File: src/rtl/core/h264nal_pkg.sv
// Shared types and constants for the H.264 Annex B unit splitter.
`timescale 1ns / 1ps
`default_nettype none

package h264nal_pkg;

  localparam int SIZE_BITS_DEF = 16;
  localparam int OUT_SIZE_BITS = 16;
  localparam int FIFO_DEPTH = 4;

  localparam logic KIND_BYTE = 1'b0;
  localparam logic KIND_EOS  = 1'b1;

  localparam logic [1:0] STATUS_OK   = 2'd0;
  localparam logic [1:0] STATUS_LAST = 2'd1;
  localparam logic [1:0] STATUS_ERR  = 2'd2;

  localparam logic [4:0] TYPE_IDR = 5'd5;
  localparam logic [4:0] TYPE_SPS = 5'd7;
  localparam logic [4:0] TYPE_PPS = 5'd8;
  localparam logic [4:0] TYPE_NONE = 5'd0;
  localparam logic [1:0] REF_FORCED = 2'd3;

  localparam logic [7:0] BYTE_ZERO = 8'h00;
  localparam logic [7:0] BYTE_ONE  = 8'h01;

  // Snapshot of a finished unit, handed from the scanner to the formatter.
  typedef struct packed {
    logic       no_start;
    logic       last;
    logic       overflow;
    logic       payload_seen;
    logic [6:0] header_bits;
  } unit_info_t;

  localparam int INFO_W = $bits(unit_info_t);

endpackage

`default_nettype wire

File: src/rtl/core/h264nal_if.sv
// Valid/ready channel interfaces for stream bytes and unit descriptors.
`timescale 1ns / 1ps
`default_nettype none

interface h264nal_in_if;
  logic       valid;
  logic       ready;
  logic       kind;
  logic [7:0] data_byte;

  modport source (output valid, output kind, output data_byte, input ready);
  modport sink (input valid, input kind, input data_byte, output ready);
endinterface

interface h264nal_out_if;
  logic        valid;
  logic        ready;
  logic [15:0] unit_size;
  logic [4:0]  nal_type;
  logic [1:0]  ref_level;
  logic        type_invalid;
  logic [1:0]  status;
  logic        size_saturated;

  modport source (output valid, output unit_size, output nal_type, output ref_level,
                  output type_invalid, output status, output size_saturated,
                  input ready);
  modport sink (input valid, input unit_size, input nal_type, input ref_level,
                input type_invalid, input status, input size_saturated,
                output ready);
endinterface

`default_nettype wire

File: src/rtl/core/h264nal_front.sv
// Byte scanner: tracks start codes, unit length and header, pushes finished units.
`timescale 1ns / 1ps
`default_nettype none

module h264nal_front #(
  parameter int SIZE_BITS = h264nal_pkg::SIZE_BITS_DEF
) (
  input  wire logic                      clk,
  input  wire logic                      rst_n,
  h264nal_in_if.sink                     in_ch,
  input  wire logic                      fifo_full,
  output logic                           push,
  output h264nal_pkg::unit_info_t        push_info,
  output logic [SIZE_BITS-1:0]           push_count,
  output logic [SIZE_BITS-1:0]           push_zeros
);

  localparam logic [SIZE_BITS-1:0] CNT_MAX = '1;
  localparam logic [SIZE_BITS-1:0] CNT_ONE = SIZE_BITS'(1);
  localparam logic [SIZE_BITS-1:0] CNT_TWO = SIZE_BITS'(2);

  logic [SIZE_BITS-1:0] unit_count_r, unit_count_nxt;
  logic [SIZE_BITS-1:0] zero_run_r, zero_run_nxt;
  logic                 start_seen_r, start_seen_nxt;
  logic                 header_pending_r, header_pending_nxt;
  logic [6:0]           header_bits_r, header_bits_nxt;
  logic                 payload_seen_r, payload_seen_nxt;
  logic                 overflow_r, overflow_nxt;

  logic fire;
  logic is_start;

  assign in_ch.ready = !fifo_full;
  assign fire = in_ch.valid && !fifo_full;
  assign is_start = (in_ch.data_byte == h264nal_pkg::BYTE_ONE) && (zero_run_r >= CNT_TWO);

  assign push_count = unit_count_r;
  assign push_zeros = zero_run_r;

  always_comb begin
    unit_count_nxt     = unit_count_r;
    zero_run_nxt       = zero_run_r;
    start_seen_nxt     = start_seen_r;
    header_pending_nxt = header_pending_r;
    header_bits_nxt    = header_bits_r;
    payload_seen_nxt   = payload_seen_r;
    overflow_nxt       = overflow_r;
    push               = 1'b0;
    push_info.no_start     = !start_seen_r;
    push_info.last         = 1'b0;
    push_info.overflow     = overflow_r;
    push_info.payload_seen = payload_seen_r;
    push_info.header_bits  = header_bits_r;

    if (fire) begin
      if (in_ch.kind == h264nal_pkg::KIND_EOS) begin
        push               = 1'b1;
        push_info.last     = 1'b1;
        unit_count_nxt     = '0;
        zero_run_nxt       = '0;
        start_seen_nxt     = 1'b0;
        header_pending_nxt = 1'b0;
        header_bits_nxt    = '0;
        payload_seen_nxt   = 1'b0;
        overflow_nxt       = 1'b0;
      end else if (is_start) begin
        push = start_seen_r;
        if (zero_run_r == CNT_MAX) begin
          unit_count_nxt = CNT_MAX;
          overflow_nxt   = 1'b1;
        end else begin
          unit_count_nxt = zero_run_r + CNT_ONE;
          overflow_nxt   = 1'b0;
        end
        start_seen_nxt     = 1'b1;
        header_pending_nxt = 1'b1;
        header_bits_nxt    = '0;
        payload_seen_nxt   = 1'b0;
        zero_run_nxt       = '0;
      end else begin
        if (start_seen_r) begin
          if (unit_count_r != CNT_MAX) begin
            unit_count_nxt = unit_count_r + CNT_ONE;
          end else begin
            overflow_nxt = 1'b1;
          end
          if (header_pending_r) begin
            header_bits_nxt    = in_ch.data_byte[6:0];
            header_pending_nxt = 1'b0;
          end
          if (in_ch.data_byte != h264nal_pkg::BYTE_ZERO) begin
            payload_seen_nxt = 1'b1;
          end
        end
        if (in_ch.data_byte == h264nal_pkg::BYTE_ZERO) begin
          if (zero_run_r != CNT_MAX) begin
            zero_run_nxt = zero_run_r + CNT_ONE;
          end
        end else begin
          zero_run_nxt = '0;
        end
      end
    end
  end

  always_ff @(posedge clk) begin
    if (!rst_n) begin
      unit_count_r     <= '0;
      zero_run_r       <= '0;
      start_seen_r     <= 1'b0;
      header_pending_r <= 1'b0;
      header_bits_r    <= '0;
      payload_seen_r   <= 1'b0;
      overflow_r       <= 1'b0;
    end else begin
      unit_count_r     <= unit_count_nxt;
      zero_run_r       <= zero_run_nxt;
      start_seen_r     <= start_seen_nxt;
      header_pending_r <= header_pending_nxt;
      header_bits_r    <= header_bits_nxt;
      payload_seen_r   <= payload_seen_nxt;
      overflow_r       <= overflow_nxt;
    end
  end

endmodule

`default_nettype wire

File: src/rtl/core/h264nal_fifo.sv
// Small register FIFO that decouples the scanner from the result formatter.
`timescale 1ns / 1ps
`default_nettype none

module h264nal_fifo #(
  parameter int WIDTH = 8,
  parameter int DEPTH = h264nal_pkg::FIFO_DEPTH
) (
  input  wire logic             clk,
  input  wire logic             rst_n,
  input  wire logic             push,
  input  wire logic [WIDTH-1:0] push_data,
  input  wire logic             pop,
  output logic [WIDTH-1:0]      head_data,
  output logic                  full,
  output logic                  empty
);

  localparam int PTR_W = (DEPTH > 1) ? $clog2(DEPTH) : 1;
  localparam int CNT_W = $clog2(DEPTH + 1);
  localparam logic [PTR_W-1:0] PTR_LAST = PTR_W'(DEPTH - 1);

  logic [WIDTH-1:0] store_r [DEPTH];
  logic [PTR_W-1:0] wr_ptr_r, wr_ptr_nxt;
  logic [PTR_W-1:0] rd_ptr_r, rd_ptr_nxt;
  logic [CNT_W-1:0] count_r, count_nxt;

  assign full = (count_r == CNT_W'(DEPTH));
  assign empty = (count_r == '0);
  assign head_data = store_r[rd_ptr_r];

  always_comb begin
    wr_ptr_nxt = wr_ptr_r;
    rd_ptr_nxt = rd_ptr_r;
    count_nxt  = count_r;
    if (push) begin
      wr_ptr_nxt = (wr_ptr_r == PTR_LAST) ? '0 : wr_ptr_r + PTR_W'(1);
    end
    if (pop) begin
      rd_ptr_nxt = (rd_ptr_r == PTR_LAST) ? '0 : rd_ptr_r + PTR_W'(1);
    end
    if (push && !pop) begin
      count_nxt = count_r + CNT_W'(1);
    end else if (pop && !push) begin
      count_nxt = count_r - CNT_W'(1);
    end
  end

  always_ff @(posedge clk) begin
    if (push) begin
      store_r[wr_ptr_r] <= push_data;
    end
  end

  always_ff @(posedge clk) begin
    if (!rst_n) begin
      wr_ptr_r <= '0;
      rd_ptr_r <= '0;
      count_r  <= '0;
    end else begin
      wr_ptr_r <= wr_ptr_nxt;
      rd_ptr_r <= rd_ptr_nxt;
      count_r  <= count_nxt;
    end
  end

endmodule

`default_nettype wire

File: src/rtl/core/h264nal_back.sv
// Result formatter: turns a unit snapshot into the output descriptor register.
`timescale 1ns / 1ps
`default_nettype none

module h264nal_back #(
  parameter int SIZE_BITS = h264nal_pkg::SIZE_BITS_DEF
) (
  input  wire logic                     clk,
  input  wire logic                     rst_n,
  input  wire logic                     fifo_empty,
  input  wire h264nal_pkg::unit_info_t  head_info,
  input  wire logic [SIZE_BITS-1:0]     head_count,
  input  wire logic [SIZE_BITS-1:0]     head_zeros,
  output logic                          pop,
  h264nal_out_if.source                 out_ch
);

  localparam int OW = h264nal_pkg::OUT_SIZE_BITS;
  localparam int WB = (SIZE_BITS > OW) ? SIZE_BITS : OW;
  localparam logic [WB-1:0] OUT_MAX_W = WB'({OW{1'b1}});
  localparam logic [OW-1:0] OUT_MAX = '1;

  logic                 out_valid_r, out_valid_nxt;
  logic [OW-1:0]        unit_size_r;
  logic [4:0]           nal_type_r;
  logic [1:0]           ref_level_r;
  logic                 type_invalid_r;
  logic [1:0]           status_r;
  logic                 size_saturated_r;

  logic [SIZE_BITS-1:0] diff;
  logic [WB-1:0]        diff_w;
  logic                 too_big;
  logic [OW-1:0]        size_c;
  logic [4:0]           type_c;
  logic [1:0]           ref_c;
  logic                 invalid_c;
  logic [1:0]           status_c;
  logic                 sat_c;

  assign pop = !fifo_empty && (!out_valid_r || out_ch.ready);

  always_comb begin
    diff    = (head_count >= head_zeros) ? head_count - head_zeros : '0;
    diff_w  = WB'(diff);
    too_big = diff_w > OUT_MAX_W;
    type_c  = head_info.header_bits[4:0];
    ref_c   = head_info.header_bits[6:5];
    if (type_c inside {h264nal_pkg::TYPE_IDR, h264nal_pkg::TYPE_SPS,
                       h264nal_pkg::TYPE_PPS}) begin
      ref_c = h264nal_pkg::REF_FORCED;
    end
    invalid_c = (type_c == h264nal_pkg::TYPE_NONE);
    if (head_info.overflow || too_big) begin
      size_c = OUT_MAX;
      sat_c  = 1'b1;
    end else begin
      size_c = diff_w[OW-1:0];
      sat_c  = 1'b0;
    end
    if (!head_info.payload_seen) begin
      status_c = h264nal_pkg::STATUS_ERR;
    end else if (head_info.last) begin
      status_c = h264nal_pkg::STATUS_LAST;
    end else begin
      status_c = h264nal_pkg::STATUS_OK;
    end
    if (head_info.no_start) begin
      size_c    = '0;
      type_c    = '0;
      ref_c     = '0;
      invalid_c = 1'b0;
      status_c  = h264nal_pkg::STATUS_ERR;
      sat_c     = 1'b0;
    end
  end

  always_comb begin
    out_valid_nxt = out_valid_r;
    if (pop) begin
      out_valid_nxt = 1'b1;
    end else if (out_ch.ready) begin
      out_valid_nxt = 1'b0;
    end
  end

  always_ff @(posedge clk) begin
    if (!rst_n) begin
      out_valid_r <= 1'b0;
    end else begin
      out_valid_r <= out_valid_nxt;
    end
  end

  always_ff @(posedge clk) begin
    if (pop) begin
      unit_size_r      <= size_c;
      nal_type_r       <= type_c;
      ref_level_r      <= ref_c;
      type_invalid_r   <= invalid_c;
      status_r         <= status_c;
      size_saturated_r <= sat_c;
    end
  end

  assign out_ch.valid          = out_valid_r;
  assign out_ch.unit_size      = unit_size_r;
  assign out_ch.nal_type       = nal_type_r;
  assign out_ch.ref_level      = ref_level_r;
  assign out_ch.type_invalid   = type_invalid_r;
  assign out_ch.status         = status_r;
  assign out_ch.size_saturated = size_saturated_r;

endmodule

`default_nettype wire

File: src/rtl/core/h264nal_splitter_top.sv
// Top level of the H.264 Annex B start-code splitter.
`timescale 1ns / 1ps
`default_nettype none

// Takes one Annex B stream byte per cycle (kind 0) and an end-of-stream marker
// (kind 1), and emits one descriptor per finished unit: its size including its
// start code, its type, its reference level, a zero-type flag and a status.
// One byte per clock is sustained while the unit queue is not full. The byte
// or marker that closes a unit writes its snapshot into that queue, which in
// turn feeds the output register. A four-entry queue between the scanner and
// the output register absorbs output stalls, and input ready drops only when
// that queue is full. After end of stream the scanner returns to its reset state.
module h264_annexb_nal_splitter_top #(
  parameter int SIZE_BITS = h264nal_pkg::SIZE_BITS_DEF
) (
  input  wire logic      clk,
  input  wire logic      rst_n,
  h264nal_in_if.sink     in_ch,
  h264nal_out_if.source  out_ch
);

  localparam int QW = h264nal_pkg::INFO_W + 2 * SIZE_BITS;

  logic                     push;
  h264nal_pkg::unit_info_t  push_info;
  logic [SIZE_BITS-1:0]     push_count;
  logic [SIZE_BITS-1:0]     push_zeros;
  logic                     pop;
  logic                     fifo_full;
  logic                     fifo_empty;
  logic [QW-1:0]            head_data;
  h264nal_pkg::unit_info_t  head_info;

  assign head_info = h264nal_pkg::unit_info_t'(head_data[QW-1 -: h264nal_pkg::INFO_W]);

  h264nal_front #(
    .SIZE_BITS (SIZE_BITS)
  ) u_front (
    .clk        (clk),
    .rst_n      (rst_n),
    .in_ch      (in_ch),
    .fifo_full  (fifo_full),
    .push       (push),
    .push_info  (push_info),
    .push_count (push_count),
    .push_zeros (push_zeros)
  );

  h264nal_fifo #(
    .WIDTH (QW),
    .DEPTH (h264nal_pkg::FIFO_DEPTH)
  ) u_fifo (
    .clk       (clk),
    .rst_n     (rst_n),
    .push      (push),
    .push_data ({push_info, push_count, push_zeros}),
    .pop       (pop),
    .head_data (head_data),
    .full      (fifo_full),
    .empty     (fifo_empty)
  );

  h264nal_back #(
    .SIZE_BITS (SIZE_BITS)
  ) u_back (
    .clk        (clk),
    .rst_n      (rst_n),
    .fifo_empty (fifo_empty),
    .head_info  (head_info),
    .head_count (head_data[2*SIZE_BITS-1:SIZE_BITS]),
    .head_zeros (head_data[SIZE_BITS-1:0]),
    .pop        (pop),
    .out_ch     (out_ch)
  );

endmodule

`default_nettype wire
File: src/flat_wrapper.sv
// flat-port wrapper written by rule: the top's interface ports become plain ports
module h264_annexb_nal_splitter_top_flat 
#(
  parameter int SIZE_BITS = h264nal_pkg::SIZE_BITS_DEF
)
  (clk, rst_n, in_ch_valid, in_ch_kind, in_ch_data_byte, in_ch_ready, out_ch_valid, out_ch_unit_size, out_ch_nal_type, out_ch_ref_level, out_ch_type_invalid, out_ch_status, out_ch_size_saturated, out_ch_ready);
  h264nal_in_if in_ch_i ();
  h264nal_out_if out_ch_i ();
  input  wire logic clk;
  input  wire logic rst_n;
  input wire logic [$bits(in_ch_i.valid)-1:0] in_ch_valid;
  input wire logic [$bits(in_ch_i.kind)-1:0] in_ch_kind;
  input wire logic [$bits(in_ch_i.data_byte)-1:0] in_ch_data_byte;
  output wire logic [$bits(in_ch_i.ready)-1:0] in_ch_ready;
  output wire logic [$bits(out_ch_i.valid)-1:0] out_ch_valid;
  output wire logic [$bits(out_ch_i.unit_size)-1:0] out_ch_unit_size;
  output wire logic [$bits(out_ch_i.nal_type)-1:0] out_ch_nal_type;
  output wire logic [$bits(out_ch_i.ref_level)-1:0] out_ch_ref_level;
  output wire logic [$bits(out_ch_i.type_invalid)-1:0] out_ch_type_invalid;
  output wire logic [$bits(out_ch_i.status)-1:0] out_ch_status;
  output wire logic [$bits(out_ch_i.size_saturated)-1:0] out_ch_size_saturated;
  input wire logic [$bits(out_ch_i.ready)-1:0] out_ch_ready;
  assign in_ch_i.valid = in_ch_valid;
  assign in_ch_i.kind = in_ch_kind;
  assign in_ch_i.data_byte = in_ch_data_byte;
  assign in_ch_ready = in_ch_i.ready;
  assign out_ch_valid = out_ch_i.valid;
  assign out_ch_unit_size = out_ch_i.unit_size;
  assign out_ch_nal_type = out_ch_i.nal_type;
  assign out_ch_ref_level = out_ch_i.ref_level;
  assign out_ch_type_invalid = out_ch_i.type_invalid;
  assign out_ch_status = out_ch_i.status;
  assign out_ch_size_saturated = out_ch_i.size_saturated;
  assign out_ch_i.ready = out_ch_ready;
  h264_annexb_nal_splitter_top #(.SIZE_BITS(SIZE_BITS)) u_core (.clk(clk), .rst_n(rst_n), .in_ch(in_ch_i), .out_ch(out_ch_i));
endmodule
File: config.mk
export PLATFORM = sky130hd
export DESIGN_NAME = h264_annexb_nal_splitter_top_flat
export DESIGN_NICKNAME = d
export VERILOG_FILES = /design/src/rtl/core/h264nal_pkg.sv /design/src/rtl/core/h264nal_if.sv /design/src/rtl/core/h264nal_front.sv /design/src/rtl/core/h264nal_fifo.sv /design/src/rtl/core/h264nal_back.sv /design/src/rtl/core/h264nal_splitter_top.sv /design/src/flat_wrapper.sv
export SDC_FILE = /design/constraint.sdc
export NUM_CORES = 1
export LEC_CHECK = 0
export ABC_AREA = 1
export BUFFER_PORTS_ARGS = -buffer_cell sky130_fd_sc_hd__buf_2
export CORE_MARGIN = 5
export CORE_UTILIZATION = 40
export DETAILED_ROUTE_END_ITERATION = 8
export SYNTH_ARGS = -nofsm -noshare
export SYNTH_HDL_FRONTEND = slang
export SYNTH_HIERARCHICAL = 1
export SYNTH_SLANG_ARGS = --single-unit
File: constraint.sdc
create_clock -name clk -period 5.3 [get_ports clk]
set_input_delay 1.06 -clock clk [delete_from_list [all_inputs] [get_ports clk]]
set_output_delay 1.06 -clock clk [all_outputs]
set_load 0.005 [all_outputs]
==> key figures <==
CTS
  – Bufs on Longest Clock Path: 3
  – Clk sinks: ~250
  – Postcts setup bufs: 0
  – H-tree levels: 1
  – CTS tree: built
  – CTS hold repair buffers: 0
  – Clock latency on the worst-skew pair: 0.53 ns
  – Inserted Clock Buffers: 27
  – Clock Tree Root: clkbuf_16
  – CTS-repair resized insts: 0
  – Worst-path clk slew: approximately 0.060 ns

STA
  – RSZ-0062 raised after global routing: no
  – Hold slack: 0.466 ns
  – Tmin final: 3.59 ns
  – Slew margin rel.: 36.7%
  – Fin Setup TNS: 0 ns
  – Final setup violating endpoints: 0
  – Fin Clk Skew: about 0.012 ns
  – Hold violation count in the final report: 0
  – Fin crit share: 67.8%
  – F_max: between 200 and 300 MHz
  – Pin slew with the least headroom to its limit: 0.947 ns
  – Slew Limit Fails: 0

Routing
  – First DRT Iteration DRCs: roughly 780
  – DR vias: 8523
  – Via/cell ratio: 5.02
  – DRC Markers: 0
  – Post-Route WL: 27.4 mm
  – Wire length per cell: 16.1 um
  – DR pass1 iterations: 5
  – Post-route ant nets: 0

Setup path
  – CP required: 5.57 ns
  – CP Capture Type: flip-flop
  – Arrival time worst endpoint: 3.86 ns
  – Startpoint Class: flip-flop
  – FF-to-FF path depth: 13
  – Crit path kind: reg -> reg
  – Critical-path maximum fanout: 22

Floorplan
  – Die ar.: 33400 um^2
  – Cell Rows: 63
  – IO Pins: 42
  – Initial core utilization: about two fifths
  – Die height: 183 um
  – Chip width: 183 um
  – CORE AREA: 29600 um^2

Logic synthesis
  – Flip-flop and latch count after synthesis: between 200 and 300
  – Mapped cell area: 11900 um^2
  – Synth area leader: edfxtp_1
  – Yosys top cell area share: approximately 50%
  – Distinct cells, synth: 42
  – Mapped Nets: approximately 1300
  – Avg Inst Size Synth: ~9.5 um^2
  – Ranking of synthesized cells by area: edfxtp_1, dfxtp_1, nand2_1
  – Yosys warnings: 6
  – Sequential-to-total area share from yosys stat: approximately 59%
  – Mapped Cells: between 1000 and 1500

GRT
  – Vias in the first global route: 8023
  – GRT Util Overall: between 10% and 20%
  – Largest net degree at the start of global routing: 87
  – Initial antenna violation count: 0
  – Global-route wire length before repair: ~44 mm
  – Congestion Overflow GR: 0

Pwr
  – Total power: 6.98 mW
  – Pleak: 5.04 nW
  – VDD IR max: ~0.23 mV
  – Power Density: around 530 nW/um^2

Placed design
  – Routability cong.: 0.864
  – PortBufs: 41
  – DP HPWL: 18.4 mm
  – Post-Place Cell Area: 12400 um^2

Job
  – Max cap viols: 0

Run status
  – Status: complete, no violations

Layout
  – Design area: 13300 um^2
  – Finished Core Util: between 40% and 50%
  – Layout area overhead: 11.2%
  – Share of cells above drive strength 1: 11.3%
  – NumNets Final: ~1300

Min path
  – Hold Path Stages: 2
  – Hold Path Class: reg -> reg
## cells in the final DEF, fill, tap and decap left out, types with 40 or more instances in the layout
master    Yosys  layout
buf_2         8      41
nand2_1     244     244
o21ai_0      94      94
nand3_1      45      45
edfxtp_1    199     199
dfxtp_1      53      52
a21oi_1      41      40
nor2_1      201     201
inv_1       117     113
o22ai_1      44      44
## area by class of cell
cell class	instances	area, um^2
timing repair buffer	52	288
tap	390	488
antenna	1	2.50
inverter	126	473
clock inverter	21	178
sequential	252	7040
fill	2806	16300
multi-input combinational	826	4140
clock buffer	29	683
## path summary, 6_finish.rpt
| check | start | to | slack (ns) |
|---|---|---|---|
| max | u_core/u_front/push_zeros[0] | u_core/u_fifo/store_r[3][17] | 1.71 |
| max reg2reg | u_core/u_front/push_zeros[0] | u_core/u_fifo/store_r[3][17] | 1.71 |
| min reg2reg | u_core/u_front/header_pending_r | u_core/u_front/header_pending_r | 0.47 |
| min | u_core/u_front/header_pending_r | u_core/u_front/header_pending_r | 0.47 |
## logic make-up after synthesis
group,after synthesis,synth area share (%)
DFF,252,58.9
adders and majority gates,27,2.95
buffers and inverters,173,6.54
AOI/OAI and AO/OA,219,10.1
xor gates and xnor gates,22,1.61
and+or+nand+nor,558,19.9
## state kept, by name (all words and copies together) (netlist names), 3 cells and up, named ones only
register                        flops
u_core/u_fifo/store_r             172
u_core/u_front/push_zeros          16
u_core/u_front/header_bits_r        7
u_core/u_back/out_ch.nal_type       5
u_core/u_back/out_ch.unit_size     16
u_core/u_fifo/count_r               3
u_core/u_front/push_count          16
## critical path: stages (launching register included)
cell	delay, ns
dfxtp_1	0.52
inv_1	0.14
ha_1	0.22
nor2_1	0.09
nand2_1	0.06
nor2_1	0.09
nand2_1	0.12
nand2_2	0.36
nand2_2	0.15
inv_1	0.16
nor3_1	0.13
nand2_1	0.09
clkinv_1	0.69
buf_4	0.50
## cell usage after synthesis, drive strengths merged
| library cell | number |
|---|---|
| o21bai | 1 |
| clkbuf | 20 |
| clkinv | 2 |
| nand2 | 261 |
| inv | 124 |
| xor2 | 15 |
| dfxtp | 53 |
| o22ai | 44 |
| ha | 25 |
| o21ai | 119 |
| nand4 | 3 |
| nor4 | 1 |
| nand3 | 48 |
| xnor2 | 7 |
| a21oi | 51 |
| a21boi | 3 |
| and3 | 1 |
| nand3b | 6 |
| edfxtp | 199 |
| and2 | 5 |
| nor3 | 23 |
| a211oi | 1 |
| nor2 | 210 |
| buf | 27 |
| fa | 2 |
## layer usage
layer	vias up	share of wire, %	GRT usage, %	wire length, um
met5	-	0	0	0
met4	0	1.6	3.01	445
met3	29	4.9	1.96	1350
met2	183	43	24.7	11900
met1	4025	50	25.1	13700
li1	4286	-	-	-
## metrics by stage
stage          worst slack (ns)  std cells
4_1_cts                    1.63       1696
2_1_floorplan              1.46       1251
6_report                   1.71       1697
3_3_place_gp               1.32       1646
5_1_grt                    1.30       1696
3_5_place_dp               1.29       1646
## where the power goes
part	switching (mW)	internal (mW)
Combinational	1.79	0.931
Clock	0.766	1.04
Sequential	0.0944	2.36
Total	2.65	4.33
(Power assumes the default switching activity.)
